### src/apm_pkg.sv
package apm_pkg;

  localparam int WINDOW      = 10;
  localparam int SAMPLE_BITS = 12;

  localparam int SUM_BITS  = SAMPLE_BITS + $clog2(WINDOW);
  localparam int FILL_BITS = $clog2(WINDOW + 1);
  localparam logic [FILL_BITS-1:0] FILL_FULL = FILL_BITS'(WINDOW);
  localparam logic [SUM_BITS-1:0]  SUM_MAX   = SUM_BITS'(WINDOW * ((2 ** SAMPLE_BITS) - 1));

  // The window average is the sum times a rounded-up reciprocal of WINDOW,
  // shifted right. The shift gives exact truncated quotients for every sum.
  localparam int DIV_SHIFT = SUM_BITS + $clog2(WINDOW);
  localparam int MULT_BITS = SUM_BITS + 1;
  localparam logic [MULT_BITS-1:0] DIV_MULT =
      MULT_BITS'(((2 ** DIV_SHIFT) + WINDOW - 1) / WINDOW);

  localparam int THRESH_BITS = 12;
  localparam int VOLUME_BITS = 16;
  localparam int TOTAL_BITS  = 32;

  localparam int CFG_ADDR_BITS = 2;
  localparam int CFG_DATA_BITS = 16;

  localparam logic [CFG_ADDR_BITS-1:0] REG_HIGH_THRESHOLD   = 2'd0;
  localparam logic [CFG_ADDR_BITS-1:0] REG_LOW_THRESHOLD    = 2'd1;
  localparam logic [CFG_ADDR_BITS-1:0] REG_VOLUME_PER_PULSE = 2'd2;
  localparam logic [CFG_ADDR_BITS-1:0] REG_NORMALLY_CLOSED  = 2'd3;

  localparam logic OP_SAMPLE = 1'b0;
  localparam logic OP_PRESET = 1'b1;

  typedef struct packed {
    logic                   opcode;
    logic [SAMPLE_BITS-1:0] sample;
    logic [TOTAL_BITS-1:0]  preset_total;
  } item_t;

  typedef struct packed {
    logic [SAMPLE_BITS-1:0] average;
    logic                   pulse;
    logic [TOTAL_BITS-1:0]  total;
    logic [TOTAL_BITS-1:0]  pulse_count;
    logic                   mismatch;
    logic                   primed;
  } result_t;

  typedef struct packed {
    logic [THRESH_BITS-1:0] high_threshold;
    logic [THRESH_BITS-1:0] low_threshold;
    logic [VOLUME_BITS-1:0] volume_per_pulse;
    logic                   normally_closed;
  } cfg_t;

  // Window state as seen by the transaction in the first stage.
  typedef struct packed {
    logic [SUM_BITS-1:0] sum;
    logic                arm_now;
    logic                hyst;
    logic                primed;
  } win_t;

  typedef struct packed {
    logic [SAMPLE_BITS-1:0] average;
    logic                   pulse;
    logic [TOTAL_BITS-1:0]  total;
    logic [TOTAL_BITS-1:0]  pulses;
    logic [TOTAL_BITS-1:0]  base;
    logic                   primed;
  } meter_t;

endpackage

### src/averaged_pulse_meter.sv
// Pulse meter on averaged sensor samples. Each transaction is either a new
// sample or a preset of the litre total, and each gives exactly one result.
// One transaction is accepted per clock cycle while item_stall is low, and it
// passes through a four-stage pipeline: the window shift chain and running
// sum, the average and hysteresis stage, the volume multiply, and the mismatch
// compare in the output register. Stages empty themselves independently, so
// up to four transactions are held while the output is stalled. The window is
// a chain of ten sample cells. Configuration registers are to be written by the
// user only while no transaction is in flight; the block does not enforce it.
module averaged_pulse_meter
  import apm_pkg::*;
(
  input  logic                     clk,
  input  logic                     rst,
  input  logic                     item_valid,
  output logic                     item_stall,
  input  item_t                    item,
  output logic                     result_valid,
  input  logic                     result_stall,
  output result_t                  result,
  input  logic                     cfg_valid,
  output logic                     cfg_ready,
  input  logic [CFG_ADDR_BITS-1:0] cfg_addr,
  input  logic [CFG_DATA_BITS-1:0] cfg_data
);

  cfg_t cfg;

  logic v1;
  logic v2;
  logic v3;
  logic ld1;
  logic ld2;
  logic ld3;
  logic ld4;

  logic                  s1_opcode;
  logic [TOTAL_BITS-1:0] s1_preset;
  win_t                  win;
  meter_t                meter;

  assign cfg_ready = 1'b1;

  always_ff @(posedge clk) begin
    if (rst) begin
      cfg.high_threshold   <= THRESH_BITS'(2048);
      cfg.low_threshold    <= THRESH_BITS'(1024);
      cfg.volume_per_pulse <= VOLUME_BITS'(100);
      cfg.normally_closed  <= 1'b0;
    end else if (cfg_valid && cfg_ready) begin
      case (cfg_addr)
        REG_HIGH_THRESHOLD:   cfg.high_threshold   <= cfg_data[THRESH_BITS-1:0];
        REG_LOW_THRESHOLD:    cfg.low_threshold    <= cfg_data[THRESH_BITS-1:0];
        REG_VOLUME_PER_PULSE: cfg.volume_per_pulse <= cfg_data[VOLUME_BITS-1:0];
        REG_NORMALLY_CLOSED:  cfg.normally_closed  <= cfg_data[0];
        default: ;
      endcase
    end
  end

  // A stage loads when it is empty or its transaction moves on in this cycle.
  assign ld4 = v3 && (!result_valid || !result_stall);
  assign ld3 = v2 && (!v3 || ld4);
  assign ld2 = v1 && (!v2 || ld3);
  assign ld1 = item_valid && (!v1 || ld2);

  assign item_stall = v1 && !ld2;

  always_ff @(posedge clk) begin
    if (rst) begin
      v1           <= 1'b0;
      v2           <= 1'b0;
      v3           <= 1'b0;
      result_valid <= 1'b0;
    end else begin
      v1           <= ld1 || (v1 && !ld2);
      v2           <= ld2 || (v2 && !ld3);
      v3           <= ld3 || (v3 && !ld4);
      result_valid <= ld4 || (result_valid && result_stall);
    end
  end

  always_ff @(posedge clk) begin
    if (ld1) begin
      s1_opcode <= item.opcode;
      s1_preset <= item.preset_total;
    end
  end

  apm_window u_window (
    .clk       (clk),
    .rst       (rst),
    .load      (ld1),
    .is_sample (item.opcode == OP_SAMPLE),
    .sample    (item.sample),
    .status    (win)
  );

  apm_meter u_meter (
    .clk          (clk),
    .rst          (rst),
    .load         (ld2),
    .opcode       (s1_opcode),
    .preset_total (s1_preset),
    .win          (win),
    .cfg          (cfg),
    .res          (meter)
  );

  apm_check u_check (
    .clk      (clk),
    .load_mul (ld3),
    .load_out (ld4),
    .m        (meter),
    .volume   (cfg.volume_per_pulse),
    .result   (result)
  );

  a_full_stalls : assert property (@(posedge clk) disable iff (rst)
      (v1 && v2 && v3 && result_valid && result_stall) |-> item_stall)
    else $error("transaction accepted while every stage is blocked");

endmodule

### src/apm_cell.sv
module apm_cell
  import apm_pkg::*;
(
  input  logic                   clk,
  input  logic                   rst,
  input  logic                   shift,
  input  logic [SAMPLE_BITS-1:0] d,
  output logic [SAMPLE_BITS-1:0] q
);

  always_ff @(posedge clk) begin
    if (rst) begin
      q <= '0;
    end else if (shift) begin
      q <= d;
    end
  end

endmodule

### src/apm_window.sv
module apm_window
  import apm_pkg::*;
(
  input  logic                   clk,
  input  logic                   rst,
  input  logic                   load,
  input  logic                   is_sample,
  input  logic [SAMPLE_BITS-1:0] sample,
  output win_t                   status
);

  logic [SAMPLE_BITS-1:0] tap [WINDOW];
  logic                   shift;
  logic [SUM_BITS-1:0]    sum;
  logic [SUM_BITS-1:0]    sum_next;
  logic [FILL_BITS-1:0]   fill;
  logic                   arm_now;
  logic                   hyst;

  assign shift = load && is_sample;

  // The last cell holds the oldest sample, which leaves the window on a shift.
  for (genvar i = 0; i < WINDOW; i++) begin : g_cell
    if (i == 0) begin : g_head
      apm_cell u_cell (.clk(clk), .rst(rst), .shift(shift), .d(sample), .q(tap[i]));
    end else begin : g_body
      apm_cell u_cell (.clk(clk), .rst(rst), .shift(shift), .d(tap[i-1]), .q(tap[i]));
    end
  end

  assign sum_next = sum - SUM_BITS'(tap[WINDOW-1]) + SUM_BITS'(sample);

  always_ff @(posedge clk) begin
    if (rst) begin
      sum     <= '0;
      fill    <= '0;
      arm_now <= 1'b0;
      hyst    <= 1'b0;
    end else if (load) begin
      arm_now <= is_sample && (fill == FILL_FULL - FILL_BITS'(1));
      hyst    <= is_sample && (fill == FILL_FULL);
      if (is_sample) begin
        sum <= sum_next;
        if (fill != FILL_FULL) begin
          fill <= fill + FILL_BITS'(1);
        end
      end
    end
  end

  assign status.sum     = sum;
  assign status.arm_now = arm_now;
  assign status.hyst    = hyst;
  assign status.primed  = (fill == FILL_FULL);

  a_sum_bound : assert property (@(posedge clk) disable iff (rst) sum <= SUM_MAX)
    else $error("window sum above its largest possible value");

endmodule

### src/apm_meter.sv
module apm_meter
  import apm_pkg::*;
(
  input  logic                  clk,
  input  logic                  rst,
  input  logic                  load,
  input  logic                  opcode,
  input  logic [TOTAL_BITS-1:0] preset_total,
  input  win_t                  win,
  input  cfg_t                  cfg,
  output meter_t                res
);

  logic [SUM_BITS+MULT_BITS-1:0] scaled;
  logic [SAMPLE_BITS-1:0]        avg_next;
  logic                          above;
  logic                          below;
  logic                          fire;
  logic                          release_ok;

  logic                   armed;
  logic [SAMPLE_BITS-1:0] average;
  logic                   pulse;
  logic [TOTAL_BITS-1:0]  total;
  logic [TOTAL_BITS-1:0]  pulses;
  logic [TOTAL_BITS-1:0]  base;
  logic                   primed;

  assign scaled   = (SUM_BITS+MULT_BITS)'(win.sum) * (SUM_BITS+MULT_BITS)'(DIV_MULT);
  assign avg_next = scaled[DIV_SHIFT +: SAMPLE_BITS];

  assign above = SAMPLE_BITS'(avg_next) > cfg.high_threshold;
  assign below = SAMPLE_BITS'(avg_next) < cfg.low_threshold;

  // In normally-closed mode the roles of the two thresholds swap.
  assign fire       = cfg.normally_closed ? below : above;
  assign release_ok = cfg.normally_closed ? above : below;

  always_ff @(posedge clk) begin
    if (rst) begin
      armed   <= 1'b0;
      pulse   <= 1'b0;
      primed  <= 1'b0;
      total   <= '0;
      pulses  <= '0;
      base    <= '0;
      average <= '0;
    end else if (load) begin
      average <= avg_next;
      primed  <= win.primed;
      pulse   <= 1'b0;
      if (opcode == OP_PRESET) begin
        total  <= preset_total;
        base   <= preset_total;
        pulses <= '0;
      end else if (win.arm_now) begin
        armed <= fire;
      end else if (win.hyst) begin
        if (fire && !armed) begin
          armed  <= 1'b1;
          pulse  <= 1'b1;
          pulses <= pulses + TOTAL_BITS'(1);
          total  <= total + TOTAL_BITS'(cfg.volume_per_pulse);
        end else if (release_ok && armed) begin
          armed <= 1'b0;
        end
      end
    end
  end

  assign res.average = average;
  assign res.pulse   = pulse;
  assign res.total   = total;
  assign res.pulses  = pulses;
  assign res.base    = base;
  assign res.primed  = primed;

  a_pulse_armed : assert property (@(posedge clk) disable iff (rst) pulse |-> armed)
    else $error("pulse counted without the arm flag set");

  a_pulse_primed : assert property (@(posedge clk) disable iff (rst) pulse |-> primed)
    else $error("pulse counted before the window was full");

endmodule

### src/apm_check.sv
module apm_check
  import apm_pkg::*;
(
  input  logic                   clk,
  input  logic                   load_mul,
  input  logic                   load_out,
  input  meter_t                 m,
  input  logic [VOLUME_BITS-1:0] volume,
  output result_t                result
);

  logic [TOTAL_BITS+VOLUME_BITS-1:0] product;
  meter_t                            m_mul;
  logic [TOTAL_BITS-1:0]             expected;

  assign product = (TOTAL_BITS+VOLUME_BITS)'(m.pulses)
                 * (TOTAL_BITS+VOLUME_BITS)'(volume);

  always_ff @(posedge clk) begin
    if (load_mul) begin
      m_mul    <= m;
      expected <= product[TOTAL_BITS-1:0];
    end
  end

  always_ff @(posedge clk) begin
    if (load_out) begin
      result.average     <= m_mul.average;
      result.pulse       <= m_mul.pulse;
      result.total       <= m_mul.total;
      result.pulse_count <= m_mul.pulses;
      result.mismatch    <= (m_mul.base + expected) != m_mul.total;
      result.primed      <= m_mul.primed;
    end
  end

endmodule

### config.mk
export PLATFORM = sky130hd
export DESIGN_NAME = averaged_pulse_meter
export DESIGN_NICKNAME = d
export VERILOG_FILES = /design/src/apm_pkg.sv /design/src/averaged_pulse_meter.sv /design/src/apm_cell.sv /design/src/apm_window.sv /design/src/apm_meter.sv /design/src/apm_check.sv
export SDC_FILE = /design/constraint.sdc
export NUM_CORES = 2
export LEC_CHECK = 0
export ABC_CLOCK_PERIOD_IN_PS = 7600
export BUFFER_PORTS_ARGS = -buffer_cell sky130_fd_sc_hd__buf_2
export CAP_MARGIN = 0
export CORE_MARGIN = 3
export CORE_UTILIZATION = 40
export DETAILED_ROUTE_END_ITERATION = 10
export PLACE_DENSITY = 0.55
export SKIP_LAST_GASP = 1
export SLEW_MARGIN = 20
export SYNTH_ARGS = -nofsm -noshare
export SYNTH_HDL_FRONTEND = slang
export SYNTH_SLANG_ARGS = --single-unit
### constraint.sdc
create_clock -name clk -period 7.6 [get_ports clk]
set_input_delay 0.38 -clock clk [delete_from_list [all_inputs] [get_ports clk]]
set_output_delay 0.38 -clock clk [all_outputs]
set_load 0.01 [all_outputs]
==> metrics.md <==
| Metric | Value |
|---|---|
| Antenna violations before repair | `22` |
| Worst setup margin | `57.17 ps` |
| Top cells by count, synth | `808 x nand2_1, 513 x inv_1, 398 x fa_1` |
| DR WL/cell | `19.36 um` |
| Clock sink count | `552` |
| Setup Skew | `34.58 ps` |
| Area occupied by registers | `13600 um^2` |
| Net load switching power | `2.840 mW` |
| Beginning of the worst hold path | `item[34]` |
| Crit path launch type | `flop` |
| Async SR Flop Fraction | `0%` |
| Final Cycle Share | `99.25%` |
| Comb power frac | `29.9%` |
| Cts bufs inserted | `59` |
| Synth area leaders | `fa_1 20%, edfxtp_1 19%, dfxtp_1 15%` |
| Failing checks | `capacitance limit` |
| Max_cap viols | `1` |
| Worst Path Required | `8130 ps` |
| Yosys top cell by area | `fa_1` |
| Detail Route Antenna Nets | `0` |
| Vias in the first global route | `29.01k` |
| Vias per cell | `5.113` |
| Leakage | `18.47 nW` |
| F_max | `132.6 MHz` |
| Slowest-stage cell, CP | `fa_1` |
| First-pass GRT wire length | `about 170 mm` |
| Total track usage | `21.30%` |
| Switching Share | `32.15%` |
| Final net count | `5057` |
| Area of the multi-input gates | `23340 um^2` |
| Maximum VDD drop | `0.2100 mV` |
| Core Region | `96990 um^2` |
| Seq pwr share | `about 37%` |
| Worst Setup SP | `u_window.sum[7]` |
| Worst-margin pin slew | `1350 ps` |
| Final setup fails | `0` |
| R2R depth | `32` |
| Reg2reg start | `u_window.sum[7]` |
| Initial core utilization | `40.44%` |
| DR iter-0 viols | `1978` |
| Synth top area share | `20.31%` |
| CTS root buf | `clkbuf_16` |
| Number of synthesized flops with an enable pin | `254` |
| Cell area after synthesis | `~40000 um^2` |
| Final Hold Vio Count | `0` |
| Clk_lat worst skew | `650 ps` |
| Depth of the CTS H-tree | `2` |
| CP Capture Point | `u_meter.pulses[15]` |
| PD cells | `roughly 200 nW/um^2` |
| Global route overflow | `0` |
| Fillers | `9311` |
| R2r endpoint | `u_meter.pulses[15]` |
| Most used cell, CP | `fa_1` |
| Detailed Place HPWL | `84.17 mm` |
| Pin count of the biggest net entering global routing | `130` |
| Rows | `114` |
| Die width | `about 320 um` |
| Top-count cell post-synth | `nand2_1` |
| Top_reg_cell synth | `dfxtp_1` |
| Min Tclk post-route | `~7500 ps` |
| Distinct cells, synth | `a little over 90` |
| Clock Power Share | `32.8%` |
| Die ar. | `a little over 100000 um^2` |
| Net Count, Synth | `slightly below 5k` |
| Overall power | `8.833 mW` |
| RSZ-0062 raised after global routing | `true` |
| Internal power | `between 5 and 6 mW` |
| Hold WC Path Type | `input port to flop` |
| Clk buf depth | `3` |
| PortBufs | `148` |
| Synthesized area per cell | `9.641 um^2` |
| Cells after synthesis | `4069` |
| Drt drc | `0` |
| WP data arrival | `8070 ps` |
| Pre-CTS WS | `-250.9 ps` |
| Routability cong. | `0.8870` |
| CP Capture Type | `flop` |
| Area delta synth->final | `15.51%` |
| Slowest cell delay on critical path | `520 ps` |
| I/O pin cnt | `150` |
| Initial DRT Pass Iterations | `6` |
| Clk slew on worst S/H paths | `70 ps` |
| Slew Limit Fails | `0` |
| Number of storage elements in the synthesis netlist | `approximately 550` |
| Vias | `28.90k` |
| Die height | `319.2 um` |
| Relative slew slack | `roughly 9.7%` |
| CP Max Fanout | `6` |
| R2r setup slk | `about 57 ps` |
| Routed wire length | `109.4 mm` |
| Setup CP Type | `flop to flop` |
| Syn. warnings | `0` |
| Post-synthesis sequential area ratio | `34.65%` |
| Status | `finished, violations left` |
| CTS tree | `yes` |
| Layout cells sized above 1 | `12.49%` |
[stage by stage]
step	area, um^2	hold WS (ps)	setup TNS (ps)	utilization, %	cells
2_1_floorplan	39230	400.3	0	-	4069
3_3_place_gp	42120	400.7	-4691	43.43	5459
3_5_place_dp	42120	404.5	-7501	43.43	5459
4_1_cts	44640	1.717	0	46.03	5624
5_1_grt	45290	23.41	-5113	46.70	5643
6_report	45310	33.28	0	46.72	5652
[layer usage]
metal  track usage, %  share of wire (%)
met1            28.59                 44
met2            35.77                 47
met3            4.030                5.8
met4            4.857                2.6
met5                0               0.10
[cell families (layout without fill, tap and decap cells)]
group | after synthesis | count (layout) | share of synthesized area, %
buffers and inverters | 720 | 1013 | 7.011
adders and majority gates | 678 | 678 | 29.24
xor gates and xnor gates | 173 | 173 | 3.920
other | 1 | 15 | 0.009560
muxes | 10 | 10 | 0.2584
AOI/OAI and AO/OA | 613 | 613 | 9.696
and+or+nand+nor | 1322 | 1322 | 15.21
DFF | 552 | 552 | 34.65
[how the worst min path moves through the flow]
stage,endpoint,slack [ps],cells past startpoint
6_report,u_window.g_cell[0].g_head.u_cell.q[2],30,3
3_5_place_dp,u_check.result[11],400,0
4_1_cts,u_window.g_cell[0].g_head.u_cell.q[2],2,3
5_1_grt,cfg[29],20,3
3_3_place_gp,u_check.result[7],400,0
2_1_floorplan,u_check.result[0],400,0
[worst max-delay path: cells and delay by family (launching register included)]
kind	cells	cell delay, ps
XOR/XNOR	2	220
buffers and inverters	8	890
adder cells (fa/ha/maj)	8	3340
AO/OA/AOI/OAI	10	1920
flip-flops	1	340
AND/OR/NAND/NOR	4	720
[power by group through the flow]
stage / Clock (mW) / Sequential (mW) / Combinational, mW
finish: 2.90 / 3.30 / 2.64
CTS: 2.99 / 3.29 / 2.49
detailed placement: 0 / 3.36 / 2.43
global placement: 0 / 3.35 / 2.40
global route: 3.10 / 3.31 / 2.98
floorplan: 0 / 3.33 / 1.63
[state kept, by name, indices dropped and copies added, names as in the netlist, 4 cells and up]
name,flops
u_check.m_mul,110
u_window.g_cell.g_body.u_cell.q,108
u_check.result,79
cfg,41
s1_preset,32
u_check.expected,32
u_meter.base,32
u_meter.pulses,32
u_meter.total,32
u_window.sum,16
u_meter.average,12
u_window.g_cell.g_head.u_cell.q,12
u_window.fill,4
[area by class of cell]
cell class              instances  share of cell area, %
diodes                         14                0.07731
clock buffers                  78                  3.573
clock inverters                34                 0.7538
inverters                     513                  4.250
multi-input cells            2797                  51.50
flip-flops and latches        552                  30.02
well taps                    1276                  3.523
repair buffers                388                  6.304
[timing repair]
item	in CTS	in global routing
setup endpoints to repair	55	65
setup buffers	0	9
pin swaps	1	62
hold buffers	53	0
endpoints found under the hold margin	65	0
resized for setup	5	78
cloned	0	5
[layout by cell type, fill, tap and decap left out, drive strengths merged, types with 11 or more instances in the layout]
| cell type | synthesis | routed |
|---|---|---|
| nand2 | 808 | 808 |
| inv | 513 | 524 |
| fa | 398 | 398 |
| a21oi | 332 | 332 |
| buf | 30 | 331 |
| dfxtp | 298 | 298 |
| ha | 280 | 280 |
| edfxtp | 254 | 254 |
| nor2 | 154 | 154 |
| xnor2 | 119 | 119 |
| and2 | 116 | 116 |
| clkbuf | 177 | 82 |
| o21ai | 64 | 64 |
| dlygate4sd3 | 0 | 53 |
| xor2 | 53 | 53 |
| nor3 | 46 | 46 |
| a21o | 41 | 41 |
| a211oi | 40 | 40 |
| nand4 | 31 | 31 |
| nand3 | 30 | 30 |
| nor4 | 24 | 24 |
| nand2b | 23 | 23 |
| o21a | 21 | 21 |
| and3 | 20 | 20 |
| nor2b | 17 | 17 |
| clkinv | 0 | 17 |
| diode | 0 | 14 |
| o31ai | 14 | 14 |
| a31oi | 14 | 14 |
| or3 | 13 | 13 |
| o21bai | 12 | 12 |
| o211ai | 11 | 11 |
Note: power is estimated with default switching activity, not from simulation.
